[src/hdl/llcd_pkg.sv]
// Package for the liquid level contact detector.
// Holds constants, register map codes and the structs shared by the step logic and the top level.
// No dependencies.
package llcd_pkg;

  localparam int unsigned SampleW   = 16;
  localparam int unsigned CountW    = 8;
  localparam int unsigned ApbAddrW  = 5;
  localparam int unsigned ApbDataW  = 32;

  localparam logic [SampleW-1:0] DisabledLimit = 16'd5000;
  localparam logic [SampleW-1:0] ClearMargin   = 16'd100;
  localparam logic [CountW-1:0]  CountMax      = 8'd255;

  // register indexes (byte address / 4)
  typedef enum logic [2:0] {
    RegDetectEnable   = 3'd0,
    RegFilterFloor    = 3'd1,
    RegLevelThreshold = 3'd2,
    RegSlopeStep      = 3'd3,
    RegLevelLimit     = 3'd4,
    RegSlopeLimit     = 3'd5
  } reg_idx_e;

  typedef enum logic [1:0] {
    SrcNone  = 2'd0,
    SrcLevel = 2'd1,
    SrcSlope = 2'd2
  } trig_src_e;

  typedef enum logic {
    OpProcess = 1'b0,
    OpClear   = 1'b1
  } op_e;

  typedef struct packed {
    logic               detect_enable;
    logic [SampleW-1:0] filter_floor;
    logic [SampleW-1:0] level_threshold;
    logic [SampleW-1:0] slope_step;
    logic [CountW-1:0]  level_count_limit;
    logic [CountW-1:0]  slope_count_limit;
  } cfg_t;

  typedef struct packed {
    logic [SampleW-1:0] filtered_value;
    logic [CountW-1:0]  level_count;
    logic [CountW-1:0]  slope_count;
    logic [SampleW-1:0] slope_base;
  } det_state_t;

  typedef struct packed {
    logic               detected;
    trig_src_e          trigger_source;
    logic [SampleW-1:0] filtered_level;
  } det_result_t;

endpackage

[src/hdl/llcd_step.sv]
// Per-sample step logic: filter, level check and slope check.
// Pure combinational next-state and result computation; depends on llcd_pkg.
module llcd_step (
  input  llcd_pkg::cfg_t        cfg_i,
  input  llcd_pkg::det_state_t  state_i,
  input  logic                  operation_i,
  input  logic [15:0]           probe_sample_i,
  output llcd_pkg::det_state_t  state_o,
  output llcd_pkg::det_result_t result_o
);
  import llcd_pkg::*;

  logic [SampleW-1:0] thresh;
  logic [SampleW-1:0] step;
  logic [SampleW-1:0] filt;
  logic [SampleW:0]   avg_sum;
  logic [SampleW:0]   lvl_margin;
  logic [SampleW-1:0] base_minus_filt;
  logic [SampleW-1:0] filt_minus_base;
  logic [CountW-1:0]  lvl_cnt;
  logic [CountW-1:0]  slp_cnt;
  logic [SampleW-1:0] slp_base;
  logic               lvl_fire;
  logic               slp_fire;

  assign thresh = cfg_i.detect_enable ? cfg_i.level_threshold : DisabledLimit;
  assign step   = cfg_i.detect_enable ? cfg_i.slope_step : DisabledLimit;

  assign avg_sum = {1'b0, state_i.filtered_value} + {1'b0, probe_sample_i};

  always_comb begin
    if (probe_sample_i < cfg_i.filter_floor) begin
      filt = '0;
    end else if (state_i.filtered_value == '0) begin
      filt = probe_sample_i;
    end else begin
      filt = avg_sum[SampleW:1];
    end
  end

  // level check
  assign lvl_margin = {1'b0, filt} + {1'b0, ClearMargin};

  always_comb begin
    lvl_cnt = state_i.level_count;
    if (filt >= thresh) begin
      lvl_cnt = (state_i.level_count == CountMax) ? CountMax
                                                  : state_i.level_count + CountW'(1);
    end else if (state_i.level_count != '0 && lvl_margin < {1'b0, thresh}) begin
      lvl_cnt = '0;
    end
  end

  assign lvl_fire = (lvl_cnt >= cfg_i.level_count_limit);

  // slope check, its result only used when the level check stays quiet
  assign base_minus_filt = state_i.slope_base - filt;
  assign filt_minus_base = filt - state_i.slope_base;

  always_comb begin
    slp_cnt  = state_i.slope_count;
    slp_base = state_i.slope_base;
    if (state_i.slope_count == '0) begin
      if (filt > step) begin
        slp_cnt  = CountW'(1);
        slp_base = filt;
      end
    end else if (filt < state_i.slope_base) begin
      if (base_minus_filt > ClearMargin) begin
        slp_cnt  = '0;
        slp_base = '0;
      end
    end else if (filt_minus_base >= step) begin
      slp_cnt  = (state_i.slope_count == CountMax) ? CountMax
                                                   : state_i.slope_count + CountW'(1);
      slp_base = filt;
    end
  end

  assign slp_fire = (slp_cnt >= cfg_i.slope_count_limit);

  always_comb begin
    if (operation_i == OpClear) begin
      state_o  = '0;
      result_o = '{detected: 1'b0, trigger_source: SrcNone, filtered_level: '0};
    end else begin
      state_o.filtered_value = filt;
      state_o.level_count    = lvl_cnt;
      if (lvl_fire) begin
        state_o.slope_count = state_i.slope_count;
        state_o.slope_base  = state_i.slope_base;
        result_o = '{detected: 1'b1, trigger_source: SrcLevel, filtered_level: filt};
      end else begin
        state_o.slope_count = slp_cnt;
        state_o.slope_base  = slp_base;
        if (slp_fire) begin
          result_o = '{detected: 1'b1, trigger_source: SrcSlope, filtered_level: filt};
        end else begin
          result_o = '{detected: 1'b0, trigger_source: SrcNone, filtered_level: filt};
        end
      end
    end
  end

endmodule

[src/hdl/liquid_level_contact_detector.sv]
// Top level of the liquid level contact detector: APB registers, input register,
// detection state and result register. Depends on llcd_pkg and llcd_step.
//
//  Channel  | Signals                                       | Dir
//  ---------+-----------------------------------------------+----
//  in       | in_valid_i, in_ready_o, operation_i,           | in
//           | probe_sample_i                                |
//  out      | out_valid_o, out_ready_i, detected_o,          | out
//           | trigger_source_o, filtered_level_o            |
//  apb      | psel, penable, pwrite, paddr, pwdata,          | cfg
//           | prdata, pready                                |
//
// One transaction per cycle sustained while the output is not stalled; an accepted input
// is loaded into the input register, and the step logic result goes into the result register
// when the output side is free, from which it leaves on the out channel.
// The detection state updates in the same cycle as the result register loads, so
// consecutive samples need no bubbles. Reset clears state, valids and config registers to defaults.
// A stalled output holds the input register; in_ready_o drops only when both stages are full.
module liquid_level_contact_detector (
  input  logic                          clk_i,
  input  logic                          rst_ni,
  input  logic                          in_valid_i,
  output logic                          in_ready_o,
  input  logic                          operation_i,
  input  logic [15:0]                   probe_sample_i,
  output logic                          out_valid_o,
  input  logic                          out_ready_i,
  output logic                          detected_o,
  output logic [1:0]                    trigger_source_o,
  output logic [15:0]                   filtered_level_o,
  input  logic                          psel,
  input  logic                          penable,
  input  logic                          pwrite,
  input  logic [llcd_pkg::ApbAddrW-1:0] paddr,
  input  logic [llcd_pkg::ApbDataW-1:0] pwdata,
  output logic [llcd_pkg::ApbDataW-1:0] prdata,
  output logic                          pready
);
  import llcd_pkg::*;

  cfg_t        cfg_q;
  det_state_t  state_q, state_d;
  det_result_t res_d, res_q;
  logic        s1_valid_q;
  logic        s1_op_q;
  logic [SampleW-1:0] s1_sample_q;
  logic        out_valid_q;
  logic        s1_fire;
  logic        in_fire;
  logic        cfg_write;
  reg_idx_e    reg_idx;

  // ---------------- configuration port ----------------
  assign pready    = 1'b1;
  assign cfg_write = psel && penable && pwrite;
  assign reg_idx   = reg_idx_e'(paddr[ApbAddrW-1:2]);

  always_ff @(posedge clk_i or negedge rst_ni) begin
    if (!rst_ni) begin
      cfg_q <= '{detect_enable: 1'b0, filter_floor: '0,
                 level_threshold: DisabledLimit, slope_step: DisabledLimit,
                 level_count_limit: CountW'(3), slope_count_limit: CountW'(3)};
    end else if (cfg_write) begin
      case (reg_idx)
        RegDetectEnable:   cfg_q.detect_enable     <= pwdata[0];
        RegFilterFloor:    cfg_q.filter_floor      <= pwdata[SampleW-1:0];
        RegLevelThreshold: cfg_q.level_threshold   <= pwdata[SampleW-1:0];
        RegSlopeStep:      cfg_q.slope_step        <= pwdata[SampleW-1:0];
        RegLevelLimit:     cfg_q.level_count_limit <= pwdata[CountW-1:0];
        RegSlopeLimit:     cfg_q.slope_count_limit <= pwdata[CountW-1:0];
        default: ;
      endcase
    end
  end

  always_comb begin
    case (reg_idx)
      RegDetectEnable:   prdata = ApbDataW'(cfg_q.detect_enable);
      RegFilterFloor:    prdata = ApbDataW'(cfg_q.filter_floor);
      RegLevelThreshold: prdata = ApbDataW'(cfg_q.level_threshold);
      RegSlopeStep:      prdata = ApbDataW'(cfg_q.slope_step);
      RegLevelLimit:     prdata = ApbDataW'(cfg_q.level_count_limit);
      RegSlopeLimit:     prdata = ApbDataW'(cfg_q.slope_count_limit);
      default:           prdata = '0;
    endcase
  end

  // ---------------- pipeline ----------------
  assign s1_fire    = s1_valid_q && (!out_valid_q || out_ready_i);
  assign in_ready_o = !s1_valid_q || s1_fire;
  assign in_fire    = in_valid_i && in_ready_o;

  always_ff @(posedge clk_i or negedge rst_ni) begin
    if (!rst_ni) begin
      s1_valid_q <= 1'b0;
    end else if (in_ready_o) begin
      s1_valid_q <= in_valid_i;
    end
  end

  always_ff @(posedge clk_i) begin
    if (in_fire) begin
      s1_op_q     <= operation_i;
      s1_sample_q <= probe_sample_i;
    end
  end

  llcd_step u_step (
    .cfg_i          (cfg_q),
    .state_i        (state_q),
    .operation_i    (s1_op_q),
    .probe_sample_i (s1_sample_q),
    .state_o        (state_d),
    .result_o       (res_d)
  );

  always_ff @(posedge clk_i or negedge rst_ni) begin
    if (!rst_ni) begin
      state_q <= '0;
    end else if (s1_fire) begin
      state_q <= state_d;
    end
  end

  always_ff @(posedge clk_i or negedge rst_ni) begin
    if (!rst_ni) begin
      out_valid_q <= 1'b0;
    end else if (s1_fire) begin
      out_valid_q <= 1'b1;
    end else if (out_ready_i) begin
      out_valid_q <= 1'b0;
    end
  end

  always_ff @(posedge clk_i) begin
    if (s1_fire) begin
      res_q <= res_d;
    end
  end

  assign out_valid_o      = out_valid_q;
  assign detected_o       = res_q.detected;
  assign trigger_source_o = res_q.trigger_source;
  assign filtered_level_o = res_q.filtered_level;

  // ---------------- assertions ----------------
  a_src_legal : assert property (@(posedge clk_i) disable iff (!rst_ni)
    out_valid_q |-> (res_q.trigger_source == SrcNone ||
                     res_q.trigger_source == SrcLevel ||
                     res_q.trigger_source == SrcSlope))
    else $error("illegal trigger source");

  a_det_matches_src : assert property (@(posedge clk_i) disable iff (!rst_ni)
    out_valid_q |-> (res_q.detected == (res_q.trigger_source != SrcNone)))
    else $error("detected flag disagrees with trigger source");

  a_clear_zeroes : assert property (@(posedge clk_i) disable iff (!rst_ni)
    (s1_fire && s1_op_q == OpClear) |=> (state_q == '0 && res_q.filtered_level == '0))
    else $error("clear did not zero state");

  a_stall_only_full : assert property (@(posedge clk_i) disable iff (!rst_ni)
    !in_ready_o |-> (s1_valid_q && out_valid_q && !out_ready_i))
    else $error("input stalled without full pipeline");

  a_state_hold : assert property (@(posedge clk_i) disable iff (!rst_ni)
    !s1_fire |=> $stable(state_q))
    else $error("state changed without a processed transaction");

endmodule

[config.mk]
export PLATFORM = sky130hd
export DESIGN_NAME = liquid_level_contact_detector
export DESIGN_NICKNAME = d
export VERILOG_FILES = /design/src/hdl/llcd_pkg.sv /design/src/hdl/llcd_step.sv /design/src/hdl/liquid_level_contact_detector.sv
export SDC_FILE = /design/constraint.sdc
export NUM_CORES = 1
export LEC_CHECK = 0
export ABC_AREA = 0
export BUFFER_PORTS_ARGS = -buffer_cell sky130_fd_sc_hd__buf_2
export CAP_MARGIN = 15
export CORE_ASPECT_RATIO = 2
export CORE_UTILIZATION = 30
export CTS_BUF_LIST = sky130_fd_sc_hd__clkbuf_16
export DETAILED_ROUTE_END_ITERATION = 8
export GPL_ROUTABILITY_DRIVEN = 0
export PLACE_DENSITY = 0.46
export SKIP_LAST_GASP = 1
export SYNTH_ARGS = -nofsm -noshare
export SYNTH_HDL_FRONTEND = slang
export SYNTH_SLANG_ARGS = --single-unit
[constraint.sdc]
create_clock -name clk_i -period 10.6 [get_ports clk_i]
set_clock_uncertainty 0.15 [all_clocks]
set_input_delay 0.53 -clock clk_i [delete_from_list [all_inputs] [get_ports clk_i]]
set_output_delay 0.53 -clock clk_i [all_outputs]
set_load 0.05 [all_outputs]
==> results of run 1 <==
[sequential cells by signal, indices dropped and copies added, names as in the netlist]
name,cells
filtered_level_o,16
state_q,48
cfg_q,65
detected_o,1
out_valid_o,1
s1_op_q,1
s1_sample_q,16
trigger_source_o,2
s1_valid_q,1
[worst paths after layout]
path | endpoint | cells past startpoint | slack, ps
max | detected_o$_SDFFCE_PP0P_ | 40 | 1620
min in group asynchronous | cfg_q[2]$_DFFE_PN0P_ | 2 | 520
min | s1_op_q$_DFFE_PP_ | 1 | 90
max in group asynchronous | state_q[10]$_DFFE_PN0P_ | 3 | 8380
min reg2reg | out_valid_o$_DFFE_PN0P_ | 1 | 340
max reg2reg | detected_o$_SDFFCE_PP0P_ | 40 | 1620
[cells in the mapped netlist, types with 4 or more instances]
master	count	area share
and4_1	4	0.0029
nand2_1	141	0.044
ha_1	144	0.15
mux2i_1	12	0.010
and2_1	14	0.0073
nand4_1	20	0.010
a21o_1	42	0.026
o31ai_1	14	0.0087
xnor2_1	24	0.017
o21a_1	14	0.0087
or3_1	6	0.0031
buf_4	19	0.012
clkbuf_1	46	0.014
a211oi_1	6	0.0037
nand2b_1	19	0.0099
a31oi_1	14	0.0073
o21bai_1	5	0.0031
nor3_1	28	0.012
nand3_1	15	0.0062
a21oi_1	73	0.030
nor2b_1	22	0.011
o21ai_0	71	0.030
o22ai_1	12	0.0062
edfxtp_1	36	0.090
nor2_1	98	0.031
o21ai_1	20	0.0083
mux2_2	68	0.064
or2_2	6	0.0031
nand3b_1	5	0.0031
and3_1	12	0.0062
a211o_1	4	0.0029
dfrtp_1	101	0.21
xor2_1	6	0.0044
inv_1	90	0.028
dfstp_2	14	0.031
nor4_1	16	0.0083
nor3b_1	4	0.0025
a22oi_1	16	0.010
o211ai_1	7	0.0044
[what timing repair did]
item,CTS,global route
gates resized for setup,0,0
endpoints found under the hold margin,34,0
hold buffers,1,0
endpoints found under the setup margin,0,0
[logic make-up (layout without fill, tap and decap cells)]
kind of cell             count (synthesis)  count (layout)  share of synthesized area
AND/OR/NAND/NOR                        423             423                     0.1709
AO/OA/AOI/OAI                          347             347                     0.1904
buffers and inverters                  163             221                    0.05712
flip-flops                             151             151                     0.3306
adder cells (fa/ha/maj)                147             147                     0.1548
multiplexers                            80              80                    0.07366
XOR/XNOR                                30              30                    0.02185
other                                    2              17                  0.0006245
[area by class of cell]
class	instances	share of cell area
multi-input cells	1044	0.5485
flip-flops and latches	151	0.2935
well taps	525	0.04849
repair buffers	97	0.03953
clock buffers	17	0.03140
inverters	92	0.02549
clock inverters	15	0.01311
[placed cells by master (no fill, tap or decap), types with 14 or more instances in the layout]
master,instances
ha_1,144
nand2_1,141
dfrtp_1,101
nor2_1,96
inv_1,90
buf_2,78
a21oi_1,73
o21ai_0,71
mux2_2,68
a21o_1,42
edfxtp_1,36
nor3_1,28
xnor2_1,24
nor2b_1,22
nand4_1,20
o21ai_1,20
nand2b_1,19
buf_4,18
conb_1,17
clkbuf_16,17
nor4_1,16
a22oi_1,16
nand3_1,15
o31ai_1,14
o21a_1,14
and2_1,14
a31oi_1,14
dfstp_2,14
[worst max-delay path, delay by kind of cell, from the launching register on]
family	cells	cell delay, ps
simple gates	9	1190
fa+ha+maj	4	1240
xor+xnor	1	310
compound gates	24	4820
buf+inv	2	500
flops	1	470
[metrics by stage]
stage / worst slack (ps) / std cells / hold WS [ps] / instance area (µm²)
after floorplan: 3017 / 1358 / 84.41 / 12080
after CTS: 1574 / 1941 / 66.30 / 13550
after global routing: 858.5 / 1941 / 69.23 / 13550
after detailed placement: 1617 / 1908 / 324.9 / 12930
after global placement: 1665 / 1908 / 325.4 / 12930
final: 1616 / 1941 / 90.42 / 13550
[metal layers]
metal | up-vias | global-route usage
li1 | 4925 | -
met1 | 4872 | 0.1956
met2 | 198 | 0.4076
met3 | 93 | 0.02301
met4 | 0 | 0.1606
met5 | - | 0
==> metrics.csv, run 1 <==
stage,metric,value,unit
global_routing,vias in the first global route,10430,
detailed_routing,Top Metal Used,met4,
detailed_routing,via count,10090,
global_routing,antenna violations before repair,0,
clocking,H-tree depth,4,
worst_setup_path,crit-path max FO,11,
yosys,Post-synth EDFFs,36,
timing,measured slew at the worst slew-check pin,1069,ps
clocking,maximum buffer depth of the clock tree,2,
clocking,clock net sink count,151,
clocking,Clock Tree Root,clkbuf_16,
yosys,Synth Instances,1343,
yosys,YS warnings,0,
finish,synthesis-to-layout area growth,12.65,%
detailed_routing,DRC,0,
yosys,Netlist cell types,81,
clocking,CTS Buf Count,17,
yosys,synthesized area per cell,8.955,µm²
finish,layout cells sized above 1,0.1667,
worst_setup_path,Crit Path Class,reg2reg,
detailed_routing,Metal-1 WL,14010,µm
clocking,TritonCTS clock tree,yes,
worst_setup_path,max incr delay on CP,650,ps
finish,Total Nets Final,1611,
global_routing,first-pass GRT wire length,62310,µm
worst_setup_path,CP Launch Point,s1_sample_q[10]$_DFFE_PP_,
yosys,Post-synth ARST share,0.7616,
die,die area,0.04094,mm²
detailed_routing,routed length per placed instance,21.21,µm
detailed_routing,Via density,5.197,
die,Die X,143.6,µm
detailed_routing,Pre-antenna DRT Iters,5,
detailed_routing,DRT Wirelength,41170,µm
worst_setup_path,CP dominant cell by count,o21ai_0,
worst_setup_path,reg2reg start,s1_sample_q[10]$_DFFE_PP_,
timing,clock period minus worst slack,8984,ps
timing,final hold violation count,0,
finish,post-layout util,0.3436,
worst_setup_path,kind of end point of the critical path,flop,
timing,setup TNS,0,ps
die,I/O pin cnt,115,
timing,Final Max Slew Viols,0,
die,core area,0.03944,mm²
min_path,Hold Path Origin,operation_i,
yosys,dominant register cell in the synthesized netlist,dfrtp_1,
detailed_routing,Detail Route Antenna Nets,0,
timing,Relative slew margins,0.2863,
global_routing,grt total ovfl,0,
finish,Seq. cell area,0.003976,mm²
clocking,clock-pin slew on the worst setup and hold paths,70,ps
yosys,area of the mapped netlist,0.01203,mm²
worst_setup_path,Worst EP arrival,9020,ps
detailed_routing,Detail Route met2 WL,23180,µm
worst_setup_path,CP startpoint kind,flop,
status,status,"finished, final reports clean",
yosys,sequential-to-total area share from yosys stat,0.3306,
yosys,Synth Register Bits,151,
placed_design,hpwl dp,32990,µm
clocking,Worst-Skew Late Latency,460,ps
global_routing,gr usage total,0.2108,
die,Starting Density,0.3050,
min_path,HP Class,in2reg,
detailed_routing,WL met3,801,µm
finish,antenna diode instance count,0,
finish,Multi-input gate area,0.007431,mm²
clocking,Post-CTS Setup Bufs,0,
timing,Tcrit/Tclk final,0.8476,
finish,FILL cells,4220,
die,Rows,103,
global_routing,largest net degree at the start of global routing,62,
timing,Achievable Freq,111.3,MHz
worst_setup_path,CP required,10640,ps
timing,final setup vio count,0,
die,Die H,285.2,µm
placed_design,I/O Buffers,79,
timing,RSZ-0062 raised after global routing,no,
worst_setup_path,Critical-path top delay cell,a221oi_2,
detailed_routing,DR iter-0 viols,481,
run,Max-Cap Viols,0,
Power of run 1 is left out: the tool's default activity adds up to more than one toggle a clock period on the data nets, which glitch-free logic cannot reach.
==> run 2, diff against run 1 <==
- PLACE_DENSITY: 0.46 -> 0.48
- clock period: 10.6 -> 8 ns (I/O delays scaled with it)
==> metrics.csv, run 2 (same netlist as run 1, synthesis figures left out) <==
stage,metric,value,unit,change
status,status,"finished, final reports clean",,
placed_design,hpwl dp,34260,µm,+3.9%
finish,max reg flops,65,,unchanged
timing,RSZ-0062 raised after global routing,yes,,
detailed_routing,DRT Wirelength,42490,µm,+3.2%
detailed_routing,Detail Route Antenna Nets,0,,unchanged
detailed_routing,DR iter-0 viols,445,,-7.5%
min_path,HP Class,in2reg,,
global_routing,antenna violations before repair,0,,unchanged
global_routing,grt total ovfl,0,,unchanged
timing,clock period minus worst slack,7591,ps,-1393 ps
die,die area,0.04094,mm²,unchanged
worst_setup_path,Worst EP arrival,7750,ps,-1270 ps
global_routing,vias in the first global route,10740,,+3.0%
global_routing,gr usage total,0.2149,,+0.004084
worst_setup_path,CP dominant cell by count,buf_4,,
clocking,Clock Tree Root,clkbuf_16,,
clocking,CTS Buf Count,17,,unchanged
worst_setup_path,crit-path max FO,7,,-4
clocking,clock net sink count,151,,unchanged
global_routing,largest net degree at the start of global routing,60,,-3.2%
die,core area,0.03944,mm²,unchanged
timing,Tcrit/Tclk final,0.9489,,+0.1013
die,I/O pin cnt,115,,unchanged
timing,final hold violation count,0,,unchanged
timing,Achievable Freq,131.7,MHz,+18%
clocking,Worst-Skew Late Latency,450,ps,about the same
detailed_routing,via count,10510,,+4.1%
clocking,H-tree depth,4,,unchanged
detailed_routing,Via density,5.221,,+0.46%
timing,measured slew at the worst slew-check pin,1026,ps,-43.41 ps
worst_setup_path,max incr delay on CP,440,ps,-210 ps
timing,final setup vio count,0,,unchanged
die,Die X,143.6,µm,unchanged
run,Max-Cap Viols,0,,unchanged
timing,Relative slew margins,0.3160,,+0.02971
worst_setup_path,CP startpoint kind,flop,,
clocking,TritonCTS clock tree,yes,,
finish,layout cells sized above 1,0.2031,,+0.03643
clocking,clock-pin slew on the worst setup and hold paths,70,ps,about the same
finish,"commonest non-fill, non-tap cell in the layout",ha_1,,
timing,Final Max Slew Viols,0,,unchanged
detailed_routing,routed length per placed instance,21.12,µm,-0.43%
die,Starting Density,0.3050,,unchanged
detailed_routing,Pre-antenna DRT Iters,5,,unchanged
finish,"commonest cells after routing, fill and taps aside","ha_1 (143), nand2_1 (141), dfrtp_1 (101)",,
timing,setup TNS,0,ps,unchanged
worst_setup_path,kind of end point of the critical path,flop,,
finish,antenna diode instance count,0,,unchanged
detailed_routing,DRC,0,,unchanged
finish,Top reg by flops,cfg_q,,
global_routing,first-pass GRT wire length,63670,µm,+2.2%
worst_setup_path,CP required,8160,ps,-2480 ps
placed_design,I/O Buffers,79,,unchanged
placed_design,post-place instance area,0.01331,mm²,+2.9%
finish,fin area,0.01418,mm²,+4.7%
finish,FILL cells,4169,,-1.2%
worst_setup_path,Crit Path Class,reg2reg,,
worst_setup_path,Critical-path top delay cell,fa_1,,
clocking,maximum buffer depth of the clock tree,2,,unchanged
finish,synthesis-to-layout area growth,17.92,%,
finish,Total Nets Final,1682,,+4.4%
finish,Largest regs,"cfg_q x65, state_q x48",,
die,Rows,103,,unchanged
die,Die H,285.2,µm,unchanged
[run 2: changes by cell type in the layout (fill, tap and decap cells not counted), sizes merged]
cell         previous run  this run
buf                    96       150
dlygate4sd3             1        18
clkinv                  2         5
clkinvlp                3         0
bufinv                  2         0
clkbuf                 17        19
[run 2: worst max-delay path, delay by kind of cell, from the launching register on]
family | cells | cell delay, ps
AOI/OAI and AO/OA | 16 | 2860
and+or+nand+nor | 9 | 1350
adders and majority gates | 4 | 1160
buffers and inverters | 8 | 1120
DFF | 1 | 430
xor gates and xnor gates | 2 | 360
[run 2: per-layer routing]
metal / vias up / track usage / part of all wire
met2: 222 / 0.4197 / 0.57
met3: 101 / 0.02368 / 0.024
li1: 5076 / - / -
met5: - / 0 / 0
met1: 5106 / 0.1972 / 0.33
met4: 0 / 0.1601 / 0.078
[run 2: through the flow]
step           hold slack, ps    util  instances  worst slack (ps)
2_1_floorplan          -45.59       -       1358             416.6
3_3_place_gp            330.0  0.3375       1958             352.4
3_5_place_dp            339.7  0.3375       1958             244.7
4_1_cts                 15.37  0.3565       2008             188.9
5_1_grt                 12.35  0.3596       2012            -21.78
6_report                25.72  0.3596       2012             408.8
[run 2: final cells by class]
type                    count  area [µm²]  area share
repair buffers            168        1124     0.07923
well taps                 525       656.9     0.04632
inverters                  92       345.3     0.02435
clock inverters            13       92.59    0.006529
flip-flops and latches    151        3976      0.2804
clock buffers              19       475.5     0.03353
multi-input cells        1044        7511      0.5296
[run 2: final timing paths]
path                       depth (start not counted)                        to                      from  slack [ps]
setup / recovery                                  39    state_q[0]$_DFFE_PN0P_  s1_sample_q[1]$_DFFE_PP_         410
hold / removal                                     1  s1_sample_q[5]$_DFFE_PP_         probe_sample_i[5]          30
setup reg to reg                                  39    state_q[0]$_DFFE_PN0P_  s1_sample_q[1]$_DFFE_PP_         410
hold reg to reg                                    1   out_valid_o$_DFFE_PN0P_    s1_valid_q$_DFFE_PN0N_         350
max in group asynchronous                          3     cfg_q[47]$_DFFE_PN0P_                    rst_ni        5910
min in group asynchronous                          2    state_q[8]$_DFFE_PN0P_                    rst_ni         470
[run 2: what timing repair did]
action	in CTS	in global routing
endpoints found under the setup margin	0	25
hold endpoints to repair	73	0
setup buffers	0	3
hold buffers	18	0
gates resized for setup	0	30
Power of run 2 is left out for the same reason.
==> run 3, diff against run 2 <==
- CORE_UTILIZATION: 30 -> 50
- GPL_TIMING_DRIVEN: not set -> 1
- PLACE_DENSITY: 0.48 -> 0.72
==> metrics.csv, run 3 (same netlist as run 1, synthesis figures left out) <==
stage,metric,value,unit,change
timing,measured slew at the worst slew-check pin,1119,ps,+92.60 ps
detailed_routing,via count,10750,,+2.3%
worst_setup_path,kind of end point of the critical path,flop,,
finish,Largest regs,"cfg_q x65, state_q x48",,
finish,layout cells sized above 1,0.1951,,-0.008005
global_routing,largest net degree at the start of global routing,77,,+28%
detailed_routing,Via density,6.129,,+17%
global_routing,gr usage total,0.3084,,+0.09350
run,Max-Cap Viols,0,,unchanged
finish,FILL cells,2061,,-51%
die,Die H,221.3,µm,-22%
worst_setup_path,crit-path max FO,9,,+2
timing,setup TNS,0,ps,unchanged
die,Rows,80,,-22%
detailed_routing,DRT Wirelength,37260,µm,-12%
min_path,HP Class,in2reg,,
placed_design,hpwl dp,28410,µm,-17%
detailed_routing,Metal-1 WL,12490,µm,-11%
worst_setup_path,max incr delay on CP,540,ps,+100 ps
detailed_routing,WL met3,1219,µm,+18%
timing,Relative slew margins,0.2528,,-0.06327
global_routing,first-pass GRT wire length,57420,µm,-9.8%
global_routing,grt total ovfl,0,,unchanged
worst_setup_path,CP dominant cell by count,a21o_1,,
clocking,TritonCTS clock tree,yes,,
detailed_routing,Detail Route Antenna Nets,0,,unchanged
worst_setup_path,CP startpoint kind,flop,,
worst_setup_path,CP required,8040,ps,-120 ps
die,core area,0.02372,mm²,-40%
detailed_routing,DRC,1,,+1
finish,"commonest non-fill, non-tap cell in the layout",ha_1,,
die,Starting Density,0.5070,,+0.2020
status,status,"finished, violations left",,
timing,Hold Slack,64.90,ps,+39.18 ps
finish,Seq. cell area,0.003976,mm²,unchanged
detailed_routing,Top Metal Used,met4,,
worst_setup_path,Critical-path top delay cell,edfxtp_1,,
clocking,CTS Buf Count,17,,unchanged
timing,Final Max Slew Viols,0,,unchanged
die,Die X,111.7,µm,-22%
die,die area,0.02471,mm²,-40%
timing,clock period minus worst slack,7589,ps,-1.671 ps
finish,max reg flops,65,,unchanged
worst_setup_path,Worst EP arrival,7630,ps,-120 ps
finish,Total Nets Final,1661,,-1.2%
clocking,Clock Tree Root,clkbuf_16,,
finish,Multi-input gate area,0.007523,mm²,+0.17%
finish,Top reg by flops,cfg_q,,
placed_design,I/O Buffers,79,,unchanged
timing,final setup vio count,0,,unchanged
detailed_routing,routed length per placed instance,21.25,µm,+0.65%
clocking,maximum buffer depth of the clock tree,2,,unchanged
die,I/O pin cnt,115,,unchanged
timing,final hold violation count,0,,unchanged
detailed_routing,DR iter-0 viols,584,,+31%
worst_setup_path,Crit Path Class,reg2reg,,
clocking,clock-pin slew on the worst setup and hold paths,70,ps,about the same
detailed_routing,Pre-antenna DRT Iters,9,,+4
timing,Achievable Freq,131.8,MHz,about the same
detailed_routing,Detail Route met2 WL,20150,µm,-16%
global_routing,vias in the first global route,10740,,+0.075%
finish,synthesis-to-layout area growth,14.72,%,
clocking,clock net sink count,151,,unchanged
global_routing,antenna violations before repair,0,,unchanged
finish,"commonest cells after routing, fill and taps aside","ha_1 (142), nand2_1 (141), dfrtp_1 (101)",,
clocking,Worst-Skew Late Latency,450,ps,about the same
status,failing checks,DRC,,
finish,antenna diode instance count,0,,unchanged
timing,Tcrit/Tclk final,0.9487,,about the same
clocking,H-tree depth,4,,unchanged
run 3: layer usage:
metal,track usage,up-vias
li1,-,5036
met1,0.2913,5180
met2,0.5778,366
met3,0.03259,163
met4,0.2694,0
met5,0,-
run 3: timing repair:
action,in CTS,in global routing
hold endpoints to repair,57,0
resized for setup,0,34
setup buffers,0,10
setup endpoints to repair,0,27
hold buffers,19,0
run 3: metrics by stage:
| step | utilization | worst slack [ps] | instances | cell area, µm² |
|---|---|---|---|---|
| 2_1_floorplan | - | 416.6 | 1358 | 12080 |
| 3_3_place_gp | 0.5399 | 321.4 | 1690 | 12810 |
| 3_5_place_dp | 0.5399 | 127.4 | 1690 | 12810 |
| 4_1_cts | 0.5727 | 47.62 | 1741 | 13590 |
| 5_1_grt | 0.5816 | -38.44 | 1753 | 13800 |
| 6_report | 0.5816 | 410.5 | 1753 | 13800 |
run 3: area by class of cell:
| class | count | area share |
|---|---|---|
| inverter | 92 | 0.02503 |
| tap | 287 | 0.02603 |
| sequential | 151 | 0.2882 |
| clock inverter | 15 | 0.01188 |
| multi-input combinational | 1044 | 0.5453 |
| timing repair buffer | 147 | 0.07273 |
| clock buffer | 17 | 0.03083 |
run 3: worst max-delay path, delay by kind of cell (launching register included):
kind / cells / cell delay [ps]
AOI/OAI and AO/OA: 18 / 2930
xor gates and xnor gates: 1 / 180
adders and majority gates: 4 / 1480
buffers and inverters: 3 / 650
DFF: 1 / 540
and+or+nand+nor: 8 / 1370
run 3: path summary, 6_finish.rpt:
check / start / end / slack, ps / depth (start not counted)
setup / recovery: s1_sample_q[1]$_DFFE_PP_ / detected_o$_SDFFCE_PP0P_ / 410 / 34
hold reg to reg: s1_valid_q$_DFFE_PN0N_ / out_valid_o$_DFFE_PN0P_ / 350 / 1
min in group asynchronous: rst_ni / state_q[7]$_DFFE_PN0P_ / 330 / 2
hold / removal: pwdata[15] / cfg_q[63]$_DFFE_PN0P_ / 60 / 2
max in group asynchronous: rst_ni / cfg_q[4]$_DFFE_PN0P_ / 5940 / 3
setup reg to reg: s1_sample_q[1]$_DFFE_PP_ / detected_o$_SDFFCE_PP0P_ / 410 / 34
Power of run 3 is left out for the same reason.
